[src/rtl/core/sssc_pkg.sv]
// Shared types and constants for the stepper speed and steering controller.
// No dependencies; imported by the top level.
package sssc_pkg;

    typedef enum logic [1:0] {
        OP_START = 2'd0,
        OP_TICK  = 2'd1,
        OP_RSTEP = 2'd2,
        OP_LSTEP = 2'd3
    } opcode_t;

    typedef enum logic [2:0] {
        S_IDLE,
        S_PROF,
        S_MUL,
        S_DSET,
        S_DIV,
        S_DFIN,
        S_DONE
    } ctrl_state_t;

    // configuration register indexes
    localparam logic [2:0] REG_CONTROL_MODE    = 3'd0;
    localparam logic [2:0] REG_ACCEL_STEP      = 3'd1;
    localparam logic [2:0] REG_SPEED_LIMIT     = 3'd2;
    localparam logic [2:0] REG_RIGHT_REFERENCE = 3'd3;
    localparam logic [2:0] REG_LEFT_REFERENCE  = 3'd4;
    localparam logic [2:0] REG_RIGHT_THRESHOLD = 3'd5;
    localparam logic [2:0] REG_LEFT_THRESHOLD  = 3'd6;
    localparam logic [2:0] REG_STEER_GAIN      = 3'd7;

    localparam logic [1:0] PROF_ACCEL = 2'd1;
    localparam logic [1:0] PROF_DECEL = 2'd2;

    localparam logic [15:0] SPEED_LIMIT_RST = 16'd19200;

    // 3000000 / (v / 0.377) with v in Q10.6 mm/s: 1131000 * 64
    localparam int          NUM_W            = 27;
    localparam int          CNT_W            = $clog2(NUM_W);
    localparam logic [NUM_W-1:0] PERIOD_NUMERATOR = 27'd72384000;

endpackage

[src/rtl/core/stepper_speed_steering_control_top.sv]
// Stepper speed profile and wall-following steering controller, top level.
// Start and step: from IDLE to DONE, then the result goes into the output register.
// Control tick: profile, steering product, then the shared restoring divider run twice,
// once per wheel period (skipped when the divisor is not positive), then DONE.
// One transaction in flight; a result left waiting in the output register holds
// off the next one. Synchronous active-low reset: speed, counters and goal to
// zero, held periods to all ones, speed_limit to 19200, other config and valid to zero.
module stepper_speed_steering_control_top
    import sssc_pkg::*;
#(
    parameter int PERIOD_WIDTH = 16,
    parameter int SENSOR_WIDTH = 12
) (
    input  logic        aclk,
    input  logic        aresetn,
    input  logic        s_axis_tvalid,
    output logic        s_axis_tready,
    // start_speed[15:0], step_goal[31:16], right_sensor[43:32], left_sensor[55:44]
    input  logic [55:0] s_axis_tdata,
    // opcode[1:0]
    input  logic [1:0]  s_axis_tuser,
    output logic        m_axis_tvalid,
    input  logic        m_axis_tready,
    // right_period[15:0], left_period[31:16], speed_now[47:32], move_done[48]
    output logic [55:0] m_axis_tdata,
    input  logic        cfg_we,
    input  logic [2:0]  cfg_addr,
    input  logic [15:0] cfg_wdata
);

    localparam int DIFF_W = SENSOR_WIDTH + 3;
    localparam int P_W    = SENSOR_WIDTH + 12;
    localparam int DV_W   = P_W + 1;
    localparam logic [32:0] PERIOD_MAX_EXT = (33'd1 << PERIOD_WIDTH) - 33'd1;

    ctrl_state_t state_reg, state_next;

    logic [2:0]  mode_reg,  mode_next;
    logic [15:0] accel_reg, accel_next;
    logic [15:0] limit_reg, limit_next;
    logic [11:0] rref_reg,  rref_next;
    logic [11:0] lref_reg,  lref_next;
    logic [11:0] rthr_reg,  rthr_next;
    logic [11:0] lthr_reg,  lthr_next;
    logic [7:0]  gain_reg,  gain_next;

    logic [15:0] speed_reg,  speed_next;
    logic [15:0] rsteps_reg, rsteps_next;
    logic [15:0] lsteps_reg, lsteps_next;
    logic [15:0] goal_reg,   goal_next;
    logic [PERIOD_WIDTH-1:0] rhold_reg, rhold_next;
    logic [PERIOD_WIDTH-1:0] lhold_reg, lhold_next;

    logic [SENSOR_WIDTH-1:0] rs_reg, rs_next;
    logic [SENSOR_WIDTH-1:0] ls_reg, ls_next;
    logic signed [DIFF_W-1:0] diff_reg, diff_next;
    logic signed [P_W-1:0]    p_reg,    p_next;
    logic [DV_W-1:0]  div_reg, div_next;
    logic [DV_W-1:0]  rem_reg, rem_next;
    logic [NUM_W-1:0] quo_reg, quo_next;
    logic [CNT_W-1:0] cnt_reg, cnt_next;
    logic             left_side_reg, left_side_next;
    logic             sat_reg, sat_next;

    logic        m_valid_reg, m_valid_next;
    logic [55:0] m_data_reg,  m_data_next;

    logic    in_fire;
    opcode_t op_in;
    logic [15:0] rs_in16, ls_in16, rref16, lref16, rthr16, lthr16;
    logic [SENSOR_WIDTH-1:0] rref_m, lref_m, rthr_m, lthr_m;
    logic        rpres, lpres;
    logic signed [SENSOR_WIDTH:0]   dr, dl;
    logic signed [SENSOR_WIDTH+1:0] dsum;
    logic signed [DIFF_W-1:0]       dscaled;
    logic signed [P_W-1:0]          prod;
    logic signed [DV_W-1:0]         spd_ext, p_ext, dv;
    logic [DV_W:0]   shifted, div_cmp;
    logic            ge;
    logic [PERIOD_WIDTH-1:0] hold_val;
    logic [16:0] step_sum;
    logic        move_done;
    logic [31:0] rh32, lh32;

    assign in_fire = s_axis_tvalid && s_axis_tready;
    assign op_in   = opcode_t'(s_axis_tuser);

    assign rs_in16 = 16'(s_axis_tdata[43:32]);
    assign ls_in16 = 16'(s_axis_tdata[55:44]);
    assign rref16  = 16'(rref_reg);
    assign lref16  = 16'(lref_reg);
    assign rthr16  = 16'(rthr_reg);
    assign lthr16  = 16'(lthr_reg);
    assign rref_m  = rref16[SENSOR_WIDTH-1:0];
    assign lref_m  = lref16[SENSOR_WIDTH-1:0];
    assign rthr_m  = rthr16[SENSOR_WIDTH-1:0];
    assign lthr_m  = lthr16[SENSOR_WIDTH-1:0];

    // steering error, doubled when a wall is missing
    assign rpres = rs_reg > rthr_m;
    assign lpres = ls_reg > lthr_m;
    assign dr = rpres ? ($signed({1'b0, rs_reg}) - $signed({1'b0, rref_m})) : '0;
    assign dl = lpres ? ($signed({1'b0, lref_m}) - $signed({1'b0, ls_reg})) : '0;
    assign dsum = {dr[SENSOR_WIDTH], dr} + {dl[SENSOR_WIDTH], dl};
    assign dscaled = (rpres && lpres) ? {dsum[SENSOR_WIDTH+1], dsum} : {dsum, 1'b0};

    assign prod = P_W'(diff_reg) * P_W'($signed({1'b0, gain_reg}));

    assign spd_ext = $signed(DV_W'(speed_reg));
    assign p_ext   = {p_reg[P_W-1], p_reg};
    assign dv      = left_side_reg ? (spd_ext - p_ext) : (spd_ext + p_ext);

    // one restoring divider step
    assign shifted = {rem_reg, PERIOD_NUMERATOR[cnt_reg]};
    assign div_cmp = {1'b0, div_reg};
    assign ge      = shifted >= div_cmp;

    assign hold_val = (sat_reg || (33'(quo_reg) > PERIOD_MAX_EXT)) ?
                      '1 : PERIOD_WIDTH'(quo_reg);

    assign step_sum  = {1'b0, rsteps_reg} + {1'b0, lsteps_reg};
    assign move_done = step_sum >= {1'b0, goal_reg};
    assign rh32 = 32'(rhold_reg);
    assign lh32 = 32'(lhold_reg);

    assign s_axis_tready = (state_reg == S_IDLE);
    assign m_axis_tvalid = m_valid_reg;
    assign m_axis_tdata  = m_data_reg;

    always_comb begin
        state_next     = state_reg;
        mode_next      = mode_reg;
        accel_next     = accel_reg;
        limit_next     = limit_reg;
        rref_next      = rref_reg;
        lref_next      = lref_reg;
        rthr_next      = rthr_reg;
        lthr_next      = lthr_reg;
        gain_next      = gain_reg;
        speed_next     = speed_reg;
        rsteps_next    = rsteps_reg;
        lsteps_next    = lsteps_reg;
        goal_next      = goal_reg;
        rhold_next     = rhold_reg;
        lhold_next     = lhold_reg;
        rs_next        = rs_reg;
        ls_next        = ls_reg;
        diff_next      = diff_reg;
        p_next         = p_reg;
        div_next       = div_reg;
        rem_next       = rem_reg;
        quo_next       = quo_reg;
        cnt_next       = cnt_reg;
        left_side_next = left_side_reg;
        sat_next       = sat_reg;
        m_valid_next   = m_valid_reg;
        m_data_next    = m_data_reg;

        if (m_valid_reg && m_axis_tready) begin
            m_valid_next = 1'b0;
        end

        if (cfg_we) begin
            case (cfg_addr)
                REG_CONTROL_MODE:    mode_next  = cfg_wdata[2:0];
                REG_ACCEL_STEP:      accel_next = cfg_wdata;
                REG_SPEED_LIMIT:     limit_next = cfg_wdata;
                REG_RIGHT_REFERENCE: rref_next  = cfg_wdata[11:0];
                REG_LEFT_REFERENCE:  lref_next  = cfg_wdata[11:0];
                REG_RIGHT_THRESHOLD: rthr_next  = cfg_wdata[11:0];
                REG_LEFT_THRESHOLD:  lthr_next  = cfg_wdata[11:0];
                REG_STEER_GAIN:      gain_next  = cfg_wdata[7:0];
                default: ;
            endcase
        end

        case (state_reg)
            S_IDLE: begin
                if (in_fire) begin
                    state_next = S_DONE;
                    case (op_in)
                        OP_START: begin
                            speed_next  = s_axis_tdata[15:0];
                            goal_next   = s_axis_tdata[31:16];
                            rsteps_next = '0;
                            lsteps_next = '0;
                        end
                        OP_TICK: begin
                            rs_next        = rs_in16[SENSOR_WIDTH-1:0];
                            ls_next        = ls_in16[SENSOR_WIDTH-1:0];
                            left_side_next = 1'b0;
                            state_next     = S_PROF;
                        end
                        OP_RSTEP: begin
                            if (rsteps_reg != 16'hFFFF) begin
                                rsteps_next = rsteps_reg + 16'd1;
                            end
                        end
                        OP_LSTEP: begin
                            if (lsteps_reg != 16'hFFFF) begin
                                lsteps_next = lsteps_reg + 16'd1;
                            end
                        end
                        default: ;
                    endcase
                end
            end
            S_PROF: begin
                case (mode_reg[1:0])
                    PROF_ACCEL: begin
                        if (speed_reg < limit_reg) begin
                            speed_next = (accel_reg > (limit_reg - speed_reg)) ?
                                         limit_reg : (speed_reg + accel_reg);
                        end
                    end
                    PROF_DECEL: begin
                        if (speed_reg > limit_reg) begin
                            speed_next = (accel_reg > (speed_reg - limit_reg)) ?
                                         limit_reg : (speed_reg - accel_reg);
                        end
                    end
                    default: ;
                endcase
                diff_next  = mode_reg[2] ? dscaled : '0;
                state_next = S_MUL;
            end
            S_MUL: begin
                p_next     = prod;
                state_next = S_DSET;
            end
            S_DSET: begin
                if (dv[DV_W-1] || (dv == '0)) begin
                    sat_next   = 1'b1;
                    state_next = S_DFIN;
                end else begin
                    sat_next   = 1'b0;
                    div_next   = dv;
                    rem_next   = '0;
                    quo_next   = '0;
                    cnt_next   = CNT_W'(NUM_W - 1);
                    state_next = S_DIV;
                end
            end
            S_DIV: begin
                rem_next = ge ? DV_W'(shifted - div_cmp) : DV_W'(shifted);
                quo_next = {quo_reg[NUM_W-2:0], ge};
                if (cnt_reg == '0) begin
                    state_next = S_DFIN;
                end else begin
                    cnt_next = cnt_reg - CNT_W'(1);
                end
            end
            S_DFIN: begin
                if (left_side_reg) begin
                    lhold_next = hold_val;
                    state_next = S_DONE;
                end else begin
                    rhold_next     = hold_val;
                    left_side_next = 1'b1;
                    state_next     = S_DSET;
                end
            end
            S_DONE: begin
                if (!m_valid_reg || m_axis_tready) begin
                    m_data_next  = {7'd0, move_done, speed_reg, lh32[15:0], rh32[15:0]};
                    m_valid_next = 1'b1;
                    state_next   = S_IDLE;
                end
            end
            default: state_next = S_IDLE;
        endcase
    end

    always_ff @(posedge aclk) begin
        if (!aresetn) begin
            state_reg   <= S_IDLE;
            mode_reg    <= '0;
            accel_reg   <= '0;
            limit_reg   <= SPEED_LIMIT_RST;
            rref_reg    <= '0;
            lref_reg    <= '0;
            rthr_reg    <= '0;
            lthr_reg    <= '0;
            gain_reg    <= '0;
            speed_reg   <= '0;
            rsteps_reg  <= '0;
            lsteps_reg  <= '0;
            goal_reg    <= '0;
            rhold_reg   <= '1;
            lhold_reg   <= '1;
            m_valid_reg <= 1'b0;
        end else begin
            state_reg   <= state_next;
            mode_reg    <= mode_next;
            accel_reg   <= accel_next;
            limit_reg   <= limit_next;
            rref_reg    <= rref_next;
            lref_reg    <= lref_next;
            rthr_reg    <= rthr_next;
            lthr_reg    <= lthr_next;
            gain_reg    <= gain_next;
            speed_reg   <= speed_next;
            rsteps_reg  <= rsteps_next;
            lsteps_reg  <= lsteps_next;
            goal_reg    <= goal_next;
            rhold_reg   <= rhold_next;
            lhold_reg   <= lhold_next;
            m_valid_reg <= m_valid_next;
        end
    end

    always_ff @(posedge aclk) begin
        rs_reg        <= rs_next;
        ls_reg        <= ls_next;
        diff_reg      <= diff_next;
        p_reg         <= p_next;
        div_reg       <= div_next;
        rem_reg       <= rem_next;
        quo_reg       <= quo_next;
        cnt_reg       <= cnt_next;
        left_side_reg <= left_side_next;
        sat_reg       <= sat_next;
        m_data_reg    <= m_data_next;
    end

    // busy once an item is accepted
    assert property (@(posedge aclk) disable iff (!aresetn)
        in_fire |=> !s_axis_tready)
        else $error("input accepted while a transaction is in progress");

    assert property (@(posedge aclk) disable iff (!aresetn)
        (state_reg == S_IDLE && !in_fire) |=> $stable(speed_reg))
        else $error("speed changed without a transaction");

    assert property (@(posedge aclk) disable iff (!aresetn)
        (state_reg == S_PROF && mode_reg[1:0] == PROF_ACCEL && !cfg_we &&
         speed_reg <= limit_reg) |=> (speed_reg <= limit_reg))
        else $error("acceleration passed the speed limit");

    assert property (@(posedge aclk) disable iff (!aresetn)
        (state_reg == S_DIV) |-> (!div_reg[DV_W-1] && div_reg != '0))
        else $error("divider running with a non-positive divisor");

endmodule

[config.mk]
export PLATFORM = sky130hd
export DESIGN_NAME = stepper_speed_steering_control_top
export DESIGN_NICKNAME = d
export VERILOG_FILES = /design/src/rtl/core/sssc_pkg.sv /design/src/rtl/core/stepper_speed_steering_control_top.sv
export SDC_FILE = /design/constraint.sdc
export NUM_CORES = 1
export LEC_CHECK = 0
export BUFFER_PORTS_ARGS = -buffer_cell sky130_fd_sc_hd__buf_2
export CAP_MARGIN = 5
export CORE_MARGIN = 8
export CORE_UTILIZATION = 51
export CTS_CLUSTER_DIAMETER = 60
export CTS_CLUSTER_SIZE = 10
export DETAILED_ROUTE_END_ITERATION = 6
export PLACE_DENSITY = 0.68
export REMOVE_ABC_BUFFERS = 1
export SYNTH_ARGS = -nofsm -noshare
export SYNTH_HDL_FRONTEND = slang
export SYNTH_SLANG_ARGS = --single-unit
[constraint.sdc]
create_clock -name aclk -period 7.2 [get_ports aclk]
set_clock_uncertainty 0.2 [all_clocks]
set_input_delay 0.72 -clock aclk [delete_from_list [all_inputs] [get_ports aclk]]
set_output_delay 0.72 -clock aclk [all_outputs]
set_load 0.02 [all_outputs]
**Word level (Yosys, flattened, before mapping)**

Memory sizes are Yosys's and may differ from the RTL's. A register that Yosys moved wholly into a read port is not among the register bits.
Index checks and enable logic that the tools add are counted.

- Logic and storage cells: 168
- ROM bits: 32
- Memories kept: 1
- Register bits: 387

- $add $sub $neg: 14
- Multipliers: 1
- Reductions and logical operators: 39
- Bitwise logic cells: 2
- Order comparisons: 10
- Mux-type cells: 41
- Equality and inequality tests: 32

Memory list:

| name | depth | width | rd ports | clocked after memory_dff | wr ports | line | text |
|---|---|---|---|---|---|---|---|
| (name not given) | 32 | 1 | 1 | 1 | 0 | stepper_speed_steering_control_top.sv:114 | `assign shifted = {rem_reg, PERIOD_NUMERATOR[cnt_reg]};` |

Operators by type and width:

| operator | number |
|---|---|
| 2-to-1 mux 16 bit | 9 |
| case mux 16 bit (2 select lines) | 4 |
| 2-to-1 mux 25 bit | 3 |
| case mux 27 bit (2 select lines) | 1 |
| case mux 25 bit (2 select lines) | 1 |
| greater-than comparator 16 bit | 3 |
| subtractor 16 bit | 3 |
| adder 16 x 1 -> 16 bit (second input constant) | 2 |
| != test 16 bit (second input constant) | 2 |
| AND reduction 2 bit | 14 |
| greater-than comparator 27 x 16 -> 1 bit (second input constant) | 1 |
| 2-to-1 mux 27 bit | 1 |
| >= comparator 26 x 25 -> 1 bit | 1 |
| 2-to-1 mux 13 bit | 2 |
| subtractor 12 x 12 -> 13 bit | 2 |
| adder 17 x 24 -> 25 bit | 1 |
| logical NOT 25 bit | 1 |
| subtractor 17 x 24 -> 25 bit | 1 |
| subtractor 25 bit | 1 |
| greater-than comparator 12 bit | 2 |
| multiplier 15 x 9 -> 24 bit | 1 |
| == test 3 bit (second input constant) | 7 |
| case mux 3 bit (7 select lines) | 1 |
| adder 16 x 16 -> 17 bit | 1 |
| other kinds (31) | 74 |

**Longest topological paths before layout**

- Depth after elaboration: 7
- Mapped depth: 25
- Depth with buffers taken out: 24

**Least setup slack after synthesis**

Ideal clock, no wire load.

- Kind: reg2reg
- Start: register p_reg[4]
- End: register quo_reg[0] (enable)
- Required time: 6.389 ns
- Path slack: 1.320 ns
- Setup time: 0.611 ns
- Data arrival time: 5.069 ns
- Stages on the path, launching flop included: 17
- Cells stage by stage: edfxtp_1 -> or3_1 -> nor4_1 -> nand2_1 -> o41ai_1 -> xor2_1 -> ha_1 -> a21o_1 -> a211oi_1 -> o211ai_1 -> o221ai_1 -> xnor2_1 -> or4_1 -> nor4_1 -> nand4b_1 -> o21ai_1 -> nand2_1

- Cells in the longest elaborated chain, start to end: 6

RTL lines:

| item | line | text |
|---|---|---|
| from (decl) | stepper_speed_steering_control_top.sv:57 | `logic signed [P_W-1:0] p_reg, p_next;` |
| from (signal assigned) | stepper_speed_steering_control_top.sv:316 | `p_reg <= p_next;` |
| adder 17 x 24 -> 25 bit / subtractor 17 x 24 -> 25 bit (equally long branches) | stepper_speed_steering_control_top.sv:111 | `assign dv = left_side_reg ? (spd_ext - p_ext) : (spd_ext + p_ext);` |
| 2-to-1 mux 25 bit (*) | stepper_speed_steering_control_top.sv:111 |  |
| named net dv[16] | stepper_speed_steering_control_top.sv:77 | `logic signed [DV_W-1:0] spd_ext, p_ext, dv;` |
| logical NOT 25 bit (*) | stepper_speed_steering_control_top.sv:232 | `if (dv[DV_W-1] \|\| (dv == '0)) begin` |
| logical OR 1 bit (*) | stepper_speed_steering_control_top.sv:232 |  |
| != test 2 bit (no line) (*) | n/a |  |
| AND reduction 2 bit (no line) (*) | n/a |  |
| to (signal assigned) | stepper_speed_steering_control_top.sv:319 | `quo_reg <= quo_next;` |
| to (decl) | stepper_speed_steering_control_top.sv:60 | `logic [NUM_W-1:0] quo_reg, quo_next;` |

The timed path passes the listed nets; every way through them passes the cells marked *.
A chain may end at the register's enable or synchronous reset.

**Final worst setup path**

- Start: register p_reg[4]
- End: register div_reg[6] (enable)

- Cells in the longest elaborated chain, start to end: 6

RTL lines:

| item | line | text |
|---|---|---|
| adder 17 x 24 -> 25 bit / subtractor 17 x 24 -> 25 bit (equally long branches) | stepper_speed_steering_control_top.sv:111 |  |
| 2-to-1 mux 25 bit (*) | stepper_speed_steering_control_top.sv:111 |  |
| named net dv[16] | stepper_speed_steering_control_top.sv:77 |  |
| logical NOT 25 bit (*) | stepper_speed_steering_control_top.sv:232 |  |
| logical OR 1 bit (*) | stepper_speed_steering_control_top.sv:232 |  |
| inverter 1 bit (no line) (*) | n/a |  |
| AND reduction 2 bit (no line) (*) | n/a |  |
| to (signal assigned) | stepper_speed_steering_control_top.sv:317 | `div_reg <= div_next;` |
| to (decl) | stepper_speed_steering_control_top.sv:58 | `logic [DV_W-1:0] div_reg, div_next;` |

Marks and branches as above.

==> results.md <==
* Number of synthesized flops with an enable pin at slightly below 200
* DR vias at 22760
* Startpoint types: register
* Drt first pass iters at 7
* Yosys warning total at 0
* CP max-delay cell: nor3b_1
* Layout net count at around 3800
* Synth Flop Type: edfxtp_1
* WHS Path Cells at 1
* Total Wirelength at between 70000 and 80000 um
* Root Buffer: clkbuf_16
* First-pass GRT wire length at about 120000 um
* Postcts setup bufs at 0
* Max Freq at 172.3 MHz
* TritonCTS clock tree: done
* Die W at between 200 and 300 um
* Power Total at about 0.0068 W
* P per Cell Area at ~220 nW/um2
* Largest net degree at the start of global routing at 94
* Yosys reg bits at 388
* Setup TNS at 0 ps
* Most frequent cells in the layout: 396 x nand2_1, 362 x inv_1, 279 x ha_1, 266 x a21oi_1, 217 x nor2_1
* Vias per inst at about 5.6
* Post-synthesis sequential area ratio at between 30% and 40%
* Mapped Area at about 28000 um2
* Number of fill cells at around 5000
* Ports at 140
* HP Class: in2reg
* CP Cell Sequence: or3_1 -> nor3b_1 -> and2_1 -> nor2_1 -> xnor2_1 -> ha_1 -> and4_1 -> nand3_1 -> o21ai_1 -> o221ai_1 -> xnor2_1 -> or4_1 -> nor4_1 -> nand4b_1 -> o21ai_1 -> inv_1
* Synth area leaders: edfxtp_1 21%, dfxtp_1 14%, ha_1 12%, fa_1 7.5%, nand2_1 5.2%
* # resized after CTS at 0
* Crit-path max FO at 25
* RR Endpoint: div_reg[6]$_DFFE_PP_
* Synth-to-layout area growth at 10.34%
* Slew Limit Fails at 0
* Critical path origin: p_reg[4]$_DFFE_PP_
* Share of layout cells above drive strength 1 at 7.796%
* Worst slew margin at between 20% and 30%
* Fin crit share at ~81%
* Number of global-route vias before repair at 22970
* Reg2reg path depth at 16
* Max VDD drop at roughly 0.18 mV
* Fin crit period at approximately 5800 ps
* Leakage at ~14 nW
* Max Root-Sink Buffers at 3
* Average cell area after synthesis at approximately 8.9 um2
* Failing checks: design-rule violations
* Dpl hpwl at around 56000 um
* Grt ovf at 0
* Synth area leader: edfxtp_1
* Synth async-reset ratio at 0%
* Number of flip-flops in the largest register at about 50
* H-tree lvl count at 2
* Worst R2R Setup Slack at ~1400 ps
* WHS Endpoint: ls_reg[6]$_DFFE_PP_
* Commonest non-fill, non-tap cell in the layout: nand2_1
* Die H at between 200 and 300 um
* Port bufs at ~130
* Core area at approximately 55000 um2
* FF-to-FF Start: p_reg[4]$_DFFE_PP_
* Crit-path max cell delay at 530 ps
* Max_cap viols at 0
* Post-route ant nets at 0
* Synth Instances at 3197
* Initial antenna violation count at 0
* HP Start: s_axis_tdata[50]
* Die area at approximately 64000 um2
* DRC at 2
* Synth cell types at between 70 and 80
* Final GP Congestion at approximately 0.9
* Wire per inst at ~18 um
* RSZ-0062 raised after global routing: no
* Synth top area share at ~21%
* Final Hold Vio Count at 0
* N_diodes at 0
* DR iter-0 viols at roughly 1300
* Crit path arrival time at about 5800 ps
* Clock Latency Late Sink at 610 ps
* Hold buffer count at CTS at 0
* Nature of the critical path endpoint: register
* Total CTS buffers at 51
* Crit Path Class: reg2reg
* Setup violators final at 0
* Crit path required time at slightly above 7000 ps
* Outcome: finished, violations left
* Starting Density at between 50% and 60%
* CTS clock-pin slew for the worst setup and hold paths at 60 ps
* Slew at the pin closest to its max-slew limit at between 1000 and 1500 ps
* Num rows at between 80 and 90
* Total GRT Usage at 22.58%
* CTS Sinks at a little under 400
==> per-layer routing <==
layer | wire, um | share of wire [%] | up-vias | GRT usage (%)
li1 | - | - | 11160 | -
met1 | 32520 | 45 | 10900 | 29.96
met2 | 33810 | 47 | 578 | 38.10
met3 | 4162 | 5.7 | 122 | 2.858
met4 | 2118 | 2.9 | 0 | 7.191
met5 | 0 | 0 | - | 0
==> worst max-delay path, delay by kind of cell (launching register included) <==
| kind | cells | cell delay (ps) |
|---|---|---|
| xor+xnor | 2 | 380 |
| simple gates | 9 | 2600 |
| fa+ha+maj | 1 | 410 |
| compound gates | 3 | 900 |
| flops | 1 | 420 |
| buf+inv | 1 | 460 |
==> how the worst max path moves through the flow <==
stage                     cells past startpoint  slack [ps]                        to
final                                        16        1400      div_reg[6]$_DFFE_PP_
after floorplan                              16        1320  quo_reg[0]$_SDFFCE_PN0P_
after detailed placement                     16        1440      div_reg[6]$_DFFE_PP_
after global routing                         17         870      div_reg[3]$_DFFE_PP_
after CTS                                    16        1400      div_reg[6]$_DFFE_PP_
after global placement                       16        1540      div_reg[3]$_DFFE_PP_
==> cells by family (layout without fill, tap and decap cells) <==
group / count (synthesis) / in the layout / share of synthesized area, %
other cells: 1 / 7 / 0.01319
buf+inv: 480 / 612 / 6.442
compound gates: 657 / 657 / 14.63
mux: 42 / 42 / 1.492
xor+xnor: 199 / 199 / 6.156
simple gates: 1045 / 1045 / 17.31
fa+ha+maj: 385 / 385 / 19.74
flops: 388 / 388 / 34.22
==> metrics by stage <==
stage	instance area (um2)	util [%]	setup slack [ps]	cells	hold WS (ps)
floorplan	27990	-	1320	3086	208.1
global placement	29790	54.08	1536	3990	214.4
detailed placement	29790	54.08	1442	3990	217.0
CTS	31370	56.95	1404	4083	49.40
global route	31370	56.95	873.6	4083	52.76
finish	31370	56.95	1398	4083	81.31
==> final cells by class <==
| class | instances | area, um2 | share of cell area (%) |
|---|---|---|---|
| clock buffers | 76 | 1413 | 4.502 |
| clock inverters | 17 | 166.4 | 0.5304 |
| inverters | 363 | 1364 | 4.347 |
| multi-input cells | 2335 | 16930 | 53.95 |
| flip-flops and latches | 388 | 9729 | 31.01 |
| well taps | 748 | 935.9 | 2.983 |
| repair buffers | 156 | 840.8 | 2.680 |
==> report_power, final <==
| part | total (W) | switching [W] | internal [W] |
|---|---|---|---|
| registers | 0.00269 | 0.000154 | 0.00254 |
| logic | 0.00177 | 0.00107 | 0.000700 |
| clock network | 0.00239 | 0.000988 | 0.00140 |
| total | 0.00685 | 0.00221 | 0.00464 |
==> cells in the mapped netlist, types with 9 or more instances <==
library cell / count
or3_1: 28
a221oi_1: 11
ha_1: 279
and2_1: 87
nand2b_1: 35
nor3_1: 59
a211oi_1: 25
fa_1: 106
nand2_1: 397
mux2i_1: 39
a21o_1: 54
a31oi_1: 13
a2111oi_0: 9
nor2b_1: 34
dfxtp_1: 192
o21a_1: 28
o21ai_0: 89
xor2_1: 59
inv_1: 362
xnor2_1: 139
nand3_1: 52
o21bai_1: 20
clkbuf_1: 97
edfxtp_1: 196
o211ai_1: 46
nor4_1: 15
o31ai_1: 18
buf_1: 10
or2_2: 10
nand4_1: 30
and3_1: 51
nor2_1: 218
a21oi_1: 266
No activity file was read; power rests on OpenSTA's default activity.
